File: config.mk
export PLATFORM = sky130hd
export DESIGN_NAME = dht_ctrl
export DESIGN_NICKNAME = d
export VERILOG_FILES = /design/src/rtl/core/dht_pkg.sv /design/src/rtl/core/dht_ctrl.sv
export SDC_FILE = /design/constraint.sdc
export NUM_CORES = 1
export LEC_CHECK = 0
export ABC_AREA = 1
export BUFFER_PORTS_ARGS = -buffer_cell sky130_fd_sc_hd__buf_4
export CAP_MARGIN = 20
export CORE_AREA = 2 2 39 41
export CTS_CLUSTER_DIAMETER = 120
export CTS_CLUSTER_SIZE = 28
export DETAILED_ROUTE_END_ITERATION = 16
export DIE_AREA = 0 0 41 43
export HOLD_SLACK_MARGIN = 0.08
export SLEW_MARGIN = 15
export SYNTH_ARGS = -nofsm -noshare
export SYNTH_HDL_FRONTEND = slang
export SYNTH_SLANG_ARGS = --single-unit
export TNS_END_PERCENT = 50
File: constraint.sdc
create_clock -name clk -period 1.58 [get_ports clk]
set_clock_uncertainty 0.1 [all_clocks]
set_input_delay 0.079 -clock clk [delete_from_list [all_inputs] [get_ports clk]]
set_output_delay 0.079 -clock clk [all_outputs]
set_load 0.03 [all_outputs]
File: src/rtl/core/dht_pkg.sv
// ----------------------------------------------------------------------------
// dht_pkg
// Shared types and constants of the double-hashing table engine.
// ----------------------------------------------------------------------------
package dht_pkg;

  localparam int TableCapacity = 1021;
  localparam int HashPrime     = 1019;
  localparam int IdxW          = $clog2(TableCapacity);
  localparam int CntW          = 11;

  localparam logic [63:0] FnvBasis = 64'hCBF29CE484222325;
  localparam logic [63:0] FnvMult  = 64'h00000100000001B3;

  typedef enum logic [1:0] {
    FN_INSERT = 2'd0,
    FN_DELETE = 2'd1,
    FN_LOOKUP = 2'd2,
    FN_SPARE  = 2'd3
  } func_t;

  typedef enum logic [2:0] {
    ST_INSERTED = 3'd0,
    ST_UPDATED  = 3'd1,
    ST_DELETED  = 3'd2,
    ST_FOUND    = 3'd3,
    ST_MISS     = 3'd4,
    ST_FULL     = 3'd5
  } status_t;

  typedef enum logic [2:0] {
    S_CLEAR,
    S_IDLE,
    S_HASH,
    S_REDUCE,
    S_READ,
    S_CHECK,
    S_WRITE,
    S_DONE
  } state_t;

  typedef struct packed {
    logic clear;
    logic load;
    logic hash_step;
    logic reduce_step;
    logic probe_rd;
    logic probe_adv;
    logic commit;
    logic finish;
  } dht_cmd_t;

  typedef struct packed {
    logic clear_done;
    logic hash_done;
    logic reduce_done;
    logic zero_key;
    logic hit;
    logic cycle_end;
  } dht_sts_t;

endpackage

File: src/rtl/core/dht_ctrl.sv
// ----------------------------------------------------------------------------
// dht_ctrl
// Sequencer: clear, hash, reduce, probe walk, commit, result.
// ----------------------------------------------------------------------------
module dht_ctrl import dht_pkg::*; (
  input  logic     clk,
  input  logic     rst_n,
  input  logic     in_valid,
  output logic     in_stall,
  input  logic     out_free,
  input  dht_sts_t sts,
  output dht_cmd_t cmd
);

  state_t state_r, state_nxt;

  always_ff @(posedge clk) begin
    if (!rst_n) state_r <= S_CLEAR;
    else        state_r <= state_nxt;
  end

  always_comb begin
    state_nxt = state_r;
    unique case (state_r)
      S_CLEAR:  if (sts.clear_done) state_nxt = S_IDLE;
      S_IDLE:   if (in_valid) state_nxt = S_HASH;
      S_HASH:   if (sts.hash_done) state_nxt = S_REDUCE;
      S_REDUCE: begin
        if (sts.reduce_done) state_nxt = sts.zero_key ? S_WRITE : S_READ;
      end
      S_READ:   state_nxt = S_CHECK;
      S_CHECK:  begin
        if (sts.hit || sts.cycle_end) state_nxt = S_WRITE;
        else                          state_nxt = S_READ;
      end
      S_WRITE:  state_nxt = S_DONE;
      S_DONE:   if (out_free) state_nxt = S_IDLE;
      default:  state_nxt = S_IDLE;
    endcase
  end

  always_comb begin
    cmd      = '0;
    in_stall = 1'b1;
    unique case (state_r)
      S_CLEAR:  cmd.clear = 1'b1;
      S_IDLE:   begin in_stall = 1'b0; cmd.load = in_valid; end
      S_HASH:   cmd.hash_step = 1'b1;
      S_REDUCE: cmd.reduce_step = 1'b1;
      S_READ:   cmd.probe_rd = 1'b1;
      S_CHECK:  cmd.probe_adv = !(sts.hit || sts.cycle_end);
      S_WRITE:  cmd.commit = 1'b1;
      S_DONE:   cmd.finish = out_free;
      default:  ;
    endcase
  end

endmodule

-- Yosys cells after proc, flatten, opt, wreduce, memory -nomap -nowiden
Cells that the tools add are included.
- output and inout bits: 9
- input bits: 10
- logic and storage cells: 34
- flip-flop bits (word level): 3
- reductions and logical operators: 4
- equality and inequality tests: 12
- mux-type cells: 17
- operator list (kind ; number):
    $pmux 3 s8 ; 1
    $mux 3 ; 5
    $eq 3x3->1 const B ; 4
    $ne 2x2->1 const B ; 5
    $mux 1 ; 9
    $eq 3x2->1 const B ; 2
    $reduce_and 5->1 ; 1
    $mux 2 ; 2
    $eq 3x1->1 const B ; 1
    $logic_not 3->1 ; 1
    $logic_not 1->1 ; 1
    $logic_or 1x1->1 ; 1

-- Depth between registers and ports, before layout
Gate-level depths: netlist (run 1).
- depth in word-level cells: 3
- gate-level depth with buffers: 9
- mapped depth without buffers: 8

-- Worst setup path after synthesis (run 1)
No wires, ideal clock.
- path kind: register to output
- start: reg state_r[0]
- end: out cmd[6] (netlist bit)
- stages on the path, launching flop included: 6
- path buffers: 1
- data required time: 1.401 ns
- setup slack: 0.161 ns
- arrival time: 1.240 ns
- cell sequence: dfxtp_1 buf_6 inv_2 nor2_2 nand2_1 nor2_1
- RTL lines (what ; RTL line ; source):
    from (decl) ; dht_ctrl.sv:15 ; state_t state_r, state_nxt;
    from (signal assigned) ; dht_ctrl.sv:19 ; else state_r <= state_nxt;
    to (decl) ; dht_ctrl.sv:12 ; output dht_cmd_t cmd

==> run summary, run 1 <==
Leak = 0.000295 uW
FF/Latch Area = 63.8 sq um
Yosys warning count = 0
Multi-input gate area = 221 sq um
Nets = 94
DRC = 0
Via count = 431
RSZ-0062 raised after global routing = false
Final worst path period share = 84.5%
Overall Global Routing Usage = 11.8%
Worst Path Max Fanout = 11
Mapped Cells = 63
Register area share after synthesis = 16.7%
# Post-CTS Setup Buffers = 0
CP bufs+invs = 3
Die Area = 1760 sq um
Layout cells sized above 1 = 45.8%
Worst-margin pin slew = 0.233 ns
Sink Count = 3
Initial antenna violation count = 0
CTS tree = yes
Highest clock rate = 749 MHz
WL final = 815 um
Worst path slowest cell = dfxtp_2
Setup TNS = 0 ns
CTS buffer count = 3
Core ar. = 1380 sq um
Worst-path clk slew = 0.04 ns
Max reg flops = 3
Layout Cells excl Fill = 99
Largest reg by FF count = state_r
H-Tree Depth = 1
Biggest regs = state_r (3)
Chip width = 41 um
Final Hold Viols = 0
Outcome = finished, final reports clean
Inst Count DP = 94
Mapped Area = 359 sq um
VDD IR-drop max = 0.800 mV
WS Path Type = register to output pin
Final Core Density = 37.9%
Pins Over Slew Limit = 0
Clk_lat worst skew = 0.24 ns
Critical path, cell by cell = inv_4 > nor2_4 > inv_1 > nor2_1 > buf_4
Syn nets = 73
Root buffer cell = clkbuf_4
CP delay by family, top = flip-flops
FF+latch count, synth = 3
Power Dens Cells = 1990 nW/um^2
Critical Path Start Type = register
Crit path DAT = 1.16 ns
Max Cap Violations = 0
Hold WC Path Type = input pin to register
Starting Density = 25.9%
# rows = 14
Routed Antenna Nets = 0
Top-Level Pins = 19
DR WL/cell = 8.23 um
Crit path required time = 1.40 ns
Max_slew headroom = 84.5%
Pin count of the biggest net entering global routing = 12
Vias/cell = 4.35
Yosys cell types = 16
Placer Congestion = 0.851
Vias in the first global route = 339
PortBufs = 18
Initial DRT Pass Iterations = 4
Die height = 43 um
Max incr delay on CP = 0.45 ns
Ant. Diodes = 0
Post-DP HPWL = 638 um
Fin crit period = 1.33 ns
CP Capture Type = output pin
DRT iter0 DRCs = 8
Number of fill cells = 154
Global-route wire length before repair = 1.37 mm
Layout overhead on the synthesized area = 46.0%
Synthesized area per cell = 5.70 sq um
Worst-case clock buffer depth = 2
Final setup fails = 0
Total gr overflow = 0
## final timing paths
kind,from,endpoint,slack [ns],depth (start not counted)
max,state_r[1],cmd[5],0.25,5
min,sts[4],state_r[0],0.17,5
max reg2reg,state_r[1],state_r[1],0.34,7
min reg2reg,state_r[2],state_r[2],0.47,2
## cell usage in the layout (no fill, tap or decap), drive strengths merged, types with 2 or more instances in the layout
master  netlist  layout
a21oi         2       2
buf           3      18
clkbuf        0       4
dfxtp         3       3
inv          12      12
nand2        12      12
nand3         9       9
nor2         18      18
nor3          3       3
## cell usage after synthesis
| cell | n | area, sq um |
|---|---|---|
| nand2_1 | 10 | 37.5 |
| inv_1 | 7 | 26.3 |
| buf_6 | 2 | 22.5 |
| nor2_2 | 4 | 25.0 |
| buf_4 | 1 | 7.51 |
| nor2_1 | 13 | 48.8 |
| nor2_4 | 1 | 11.3 |
| nand2_2 | 2 | 12.5 |
| nor3_1 | 3 | 15.0 |
| dfxtp_1 | 3 | 60.1 |
| inv_2 | 4 | 15.0 |
| nand3_1 | 7 | 35.0 |
| nand3_2 | 2 | 20.0 |
| nand4_1 | 1 | 6.26 |
| inv_4 | 1 | 6.26 |
| a21oi_1 | 2 | 10.0 |
## worst min-delay path: cells and delay by family
kind,cells,cell delay (ns)
AND/OR/NAND/NOR,2,0.17
buffers and inverters,2,0.15
AO/OA/AOI/OAI,1,0.05
## where the power goes
group / total, uW / leakage, uW / internal (uW) / switching [uW]
clock network: 137 / 0.0000150 / 94.8 / 42.5
logic: 673 / 0.000254 / 251 / 422
registers: 234 / 0.0000258 / 122 / 112
total: 1040 / 0.000295 / 468 / 577
## final cells by class
| class | instances | share of cell area (%) |
|---|---|---|
| Inverter | 12 | 9.07 |
| Clock buffer | 4 | 5.01 |
| Timing Repair Buffer | 19 | 27.7 |
| Multi-Input combinational cell | 45 | 42.2 |
| Sequential cell | 3 | 12.2 |
| Tap cell | 16 | 3.82 |
## metal layers
metal | wire length (um) | vias to the layer above | GRT usage (%)
met3 | 60 | 0 | 4.71
met2 | 375 | 18 | 15.0
met1 | 379 | 179 | 15.7
met4 | 0 | 0 | 8.00
met5 | 0 | - | 0
li1 | - | 234 | -
## logic make-up after synthesis
| family | after synthesis | synth area share (%) |
|---|---|---|
| DFF | 3 | 16.7 |
| buffers and inverters | 15 | 21.6 |
| and+or+nand+nor | 43 | 58.9 |
| AOI/OAI and AO/OA | 2 | 2.79 |
## per-stage QoR
stage                     setup WS [ns]  hold slack [ns]  area, sq um  total power (uW)
after floorplan                   0.161           0.0997          359               765
final                             0.246            0.174          524              1040
after global placement            0.229            0.225          484               893
after CTS                        0.0966            0.161          520              1040
after detailed placement          0.185            0.222          484               898
after global routing              0.125            0.199          524              1150
## repair_timing
action	CTS	global route
setup endpoints to repair	0	5
endpoints found under the hold margin	3	0
resized for setup	0	3
hold buffers	1	0
No activity file was read; power rests on OpenSTA's default activity.
==> inputs of run 2 (changes only) <==
Clock period 1.58 ns to 1.4 ns, I/O delays scaled along.
==> run summary, run 2 (synthesis gave the netlist of run 1 again) <==
Outcome = finished, final reports clean
Power Dens Cells = 2280 nW/um^2
# Post-CTS Setup Buffers = 0
Final Core Density = 40.0%
Vias in the first global route = 375
Chip width = 41 um
Biggest regs = state_r (3)
Ant. Diodes = 0
Layout overhead on the synthesized area = 54.0%
Clk_lat worst skew = 0.24 ns
Pins Over Slew Limit = 0
Initial DRT Pass Iterations = 4
Fin crit period = 1.32 ns
Overall Global Routing Usage = 11.6%
Number of fill cells = 150
Pin count of the biggest net entering global routing = 11
CTS tree = yes
Worst-path clk slew = 0.04 ns
Worst setup margin = 0.0844 ns
Layout cells sized above 1 = 48.8%
DRT iter0 DRCs = 8
CP bufs+invs = 4
Total gr overflow = 0
PortBufs = 18
Top-Level Pins = 19
Commonest non-fill, non-tap cell in the layout = buf_4
Max_slew headroom = 87.5%
Die Area = 1760 sq um
Final worst path period share = 94.0%
HP Start = sts[4]
Crit path DAT = 1.15 ns
DR WL/cell = 8.54 um
Root buffer cell = clkbuf_4
Final Hold Viols = 0
Routed Antenna Nets = 0
Worst Path Max Fanout = 5
Nets = 97
CTS buffer count = 3
Leak = 0.000311 uW
Worst-margin pin slew = 0.188 ns
DP Worst Slack = 0.0737 ns
Via count = 438
Worst-case clock buffer depth = 2
Sink Count = 3
Initial antenna violation count = 0
Worst slack on hold paths = 0.125 ns
# rows = 14
Global-route wire length before repair = 1.36 mm
Crit path required time = 1.23 ns
CP Capture Type = output pin
Worst r2r src = state_r[2]
Worst path slowest cell = dfxtp_2
Critical path, cell by cell = buf_6 > inv_4 > nor2_4 > inv_1 > nor2_1 > buf_4
Highest clock rate = 760 MHz
WL final = 871 um
DRC = 0
CP delay by family, top = buffers and inverters
Vias/cell = 4.29
Die height = 43 um
Largest reg by FF count = state_r
H-Tree Depth = 1
Placer Congestion = 0.872
Max Cap Violations = 0
Most frequent cells in the layout = 19 x buf_4, 12 x nor2_1, 10 x nand2_1, 7 x inv_1, 7 x nand3_1
Post-DP HPWL = 663 um
Max reg flops = 3
Hold WC Path Type = input pin to register
Core ar. = 1380 sq um
Max incr delay on CP = 0.34 ns
WS Path Type = register to output pin
Critical Path Start Type = register
Starting Density = 25.9%
Crit path launch = state_r[1]
VDD IR-drop max = 0.891 mV
Final setup fails = 0
## run 2: changes by cell type in the layout (fill, tap and decap cells not counted)
| cell | before | now |
|---|---|---|
| dfxtp_4 | 0 | 1 |
| nor2_1 | 13 | 12 |
| buf_6 | 0 | 1 |
| dfxtp_2 | 3 | 2 |
| nor2_2 | 4 | 5 |
| buf_4 | 18 | 19 |
| buf_2 | 0 | 1 |
## run 2: metal layers
layer  share of wire [%]  vias to the layer above  wire length, um  GRT usage (%)
met2                  47                       15              407           15.9
met4                 2.1                        0               18           10.0
met3                 7.0                        2               61           3.14
li1                    -                      239                -              -
met1                  44                      182              384           14.1
met5                   0                        -                0              0
## run 2: worst register-to-register path, cell delays in order, from the launching register on
cell,delay [ns]
dfxtp_2,0.42
inv_2,0.11
nand3_2,0.11
nand2_1,0.07
nor2_2,0.11
nand3_1,0.08
nand2_1,0.06
nor2_1,0.03
## run 2: layout make-up
type | count | area (sq um) | share of cell area [%]
Sequential cell | 3 | 66.3 | 12.0
Clock buffer | 4 | 26.3 | 4.75
Tap cell | 16 | 20.0 | 3.62
Timing Repair Buffer | 22 | 169 | 30.5
Multi-Input combinational cell | 45 | 224 | 40.5
Inverter | 12 | 47.5 | 8.60
## run 2: what timing repair did
item,in CTS,in global routing
setup endpoints to repair,3,3
hold endpoints to repair,3,0
pin swaps,0,0
gates cloned,0,1
gates resized for setup,2,3
hold buffers,1,0
## run 2: path summary, 6_finish.rpt
check        depth (start not counted)  slack [ns]         end
min reg2reg                          3        0.55  state_r[1]
max                                  6        0.08      cmd[1]
max reg2reg                          7        0.20  state_r[1]
min                                  5        0.13  state_r[0]
## run 2: per-stage QoR
| stage | area, sq um | instances | TNS (ns) | total power (uW) |
|---|---|---|---|---|
| after global placement | 502 | 96 | 0 | 1050 |
| after floorplan | 362 | 63 | 0 | 867 |
| after CTS | 541 | 101 | 0 | 1230 |
| after global routing | 553 | 102 | -0.00292 | 1370 |
| after detailed placement | 502 | 96 | 0 | 1060 |
| final | 553 | 102 | 0 | 1260 |
## run 2: where the power goes
group	leakage [uW]	switching (uW)	internal [uW]
logic	0.000270	537	338
clock network	0.0000150	51.9	107
registers	0.0000261	84.8	143
==> inputs of run 3 (changes only) <==
Clock period 1.4 ns to 1.69 ns, I/O delays scaled along.
==> run summary, run 3 (synthesis gave the netlist of run 1 again) <==
CTS buffer count = 3
Die height = 43 um
Sink Count = 3
Layout overhead on the synthesized area = 44.9%
Pint = 429 uW
Clk pwr share = 13.3%
Switching share of power = 55.7%
Hold WC Path Type = input pin to register
Vias in the first global route = 339
Layout cells sized above 1 = 42.2%
Nets = 94
Sequential share of power = 21.7%
PortBufs = 18
Met3 wire len = 60 um
Worst Path Max Fanout = 11
R2r worst-path depth = 7
Post-DP HPWL = 638 um
Setup TNS = 0 ns
Highest routed layer = met3
DR WL/cell = 8.24 um
DRT iter0 DRCs = 8
Hold path cells = 5
Final setup fails = 0
Power Dens Cells = 1860 nW/um^2
Final worst path period share = 87.6%
Placer Congestion = 0.851
WL final = 816 um
DRC = 0
Inst Count DP = 94
Placed cell areas = 484 sq um
H-Tree Depth = 1
Max_slew headroom = 71.4%
Design Area, Final = 520 sq um
VDD IR-drop max = 0.739 mV
CP Capture Type = output pin
Top-Level Pins = 19
Critical Path Start Type = register
WS Path Type = register to output pin
Initial antenna violation count = 0
Switching pwr = 540 uW
Combinational Power Share = 65.0%
Pin count of the biggest net entering global routing = 12
# rows = 14
Core ar. = 1380 sq um
Routed Antenna Nets = 0
Root buffer cell = clkbuf_4
Pins Over Slew Limit = 0
Chip width = 41 um
Die Area = 1760 sq um
Worst slack on hold paths = 0.187 ns
Largest reg by FF count = state_r
DR WL met2 = 374 um
Worst-case clock buffer depth = 2
Worst-path clk slew = 0.04 ns
Initial DRT Pass Iterations = 4
Commonest non-fill, non-tap cell in the layout = buf_4
Max Cap Violations = 0
Total gr overflow = 0
# Post-CTS Setup Buffers = 0
Clk_lat worst skew = 0.24 ns
Worst-margin pin slew = 0.428 ns
CTS tree = yes
Outcome = finished, final reports clean
Global-route wire length before repair = 1.37 mm
Final Hold Viols = 0
Fin crit period = 1.48 ns
Biggest regs = state_r (3)
Vias/cell = 4.31
Via count = 427
Wl on met1 = 381 um
Layout Cells excl Fill = 99
Overall Global Routing Usage = 11.8%
Most frequent cells in the layout = 18 x buf_4, 13 x nor2_1, 10 x nand2_1, 7 x inv_1, 7 x nand3_1
Highest clock rate = 676 MHz
Ant. Diodes = 0
Max reg flops = 3
Starting Density = 25.9%
Crit path DAT = 1.30 ns
Number of fill cells = 157
RSZ-0062 raised after global routing = false
Crit path required time = 1.51 ns
Leak = 0.000294 uW
-- run 3: worst max-delay path: stages, from the launching register on --
cell and delay, ns:
dfxtp_1 0.57, inv_4 0.06, nor2_4 0.10, inv_1 0.07, nor2_1 0.09, buf_4 0.17
-- run 3: path summary, 6_finish.rpt --
| check | from | end | slack, ns |
|---|---|---|---|
| worst max-delay path | state_r[1] | cmd[5] | 0.21 |
| worst min-delay path | sts[4] | state_r[0] | 0.19 |
| worst max register to register | state_r[1] | state_r[1] | 0.29 |
| worst min register to register | state_r[2] | state_r[2] | 0.55 |
-- run 3: repair_timing --
item	4_1_cts	5_1_grt
hold buffers	1	0
endpoints found under the hold margin	3	0
resized for setup	0	0
-- run 3: power groups by stage --
stage | clock [uW] | combinational [uW] | sequential [uW]
2_1_floorplan | 0 | 596 | 120
3_3_place_gp | 0 | 628 | 207
3_5_place_dp | 0 | 629 | 211
4_1_cts | 133 | 633 | 210
5_1_grt | 136 | 707 | 224
6_report | 128 | 630 | 211
-- run 3: metal layers --
layer,vias up,global-route usage (%)
met5,-,0
met4,0,8.00
met3,0,4.71
met2,18,15.0
met1,176,15.7
li1,233,-
-- run 3: through the flow --
stage	utilization, %	worst slack, ns	total power (uW)
finish	37.6	0.210	969
global route	37.6	0.0716	1070
CTS	37.6	0.201	975
detailed placement	35.0	0.295	839
global placement	35.0	0.339	835
floorplan	-	0.266	715
-- run 3: cell type report --
type	count	area, sq um	share of cell area [%]
Clock buffer	4	26.3	5.05
Multi-Input combinational cell	45	221	42.5
Timing Repair Buffer	19	145	27.9
Tap cell	16	20.0	3.85
Inverter	12	47.5	9.13
Sequential cell	3	60.1	11.5
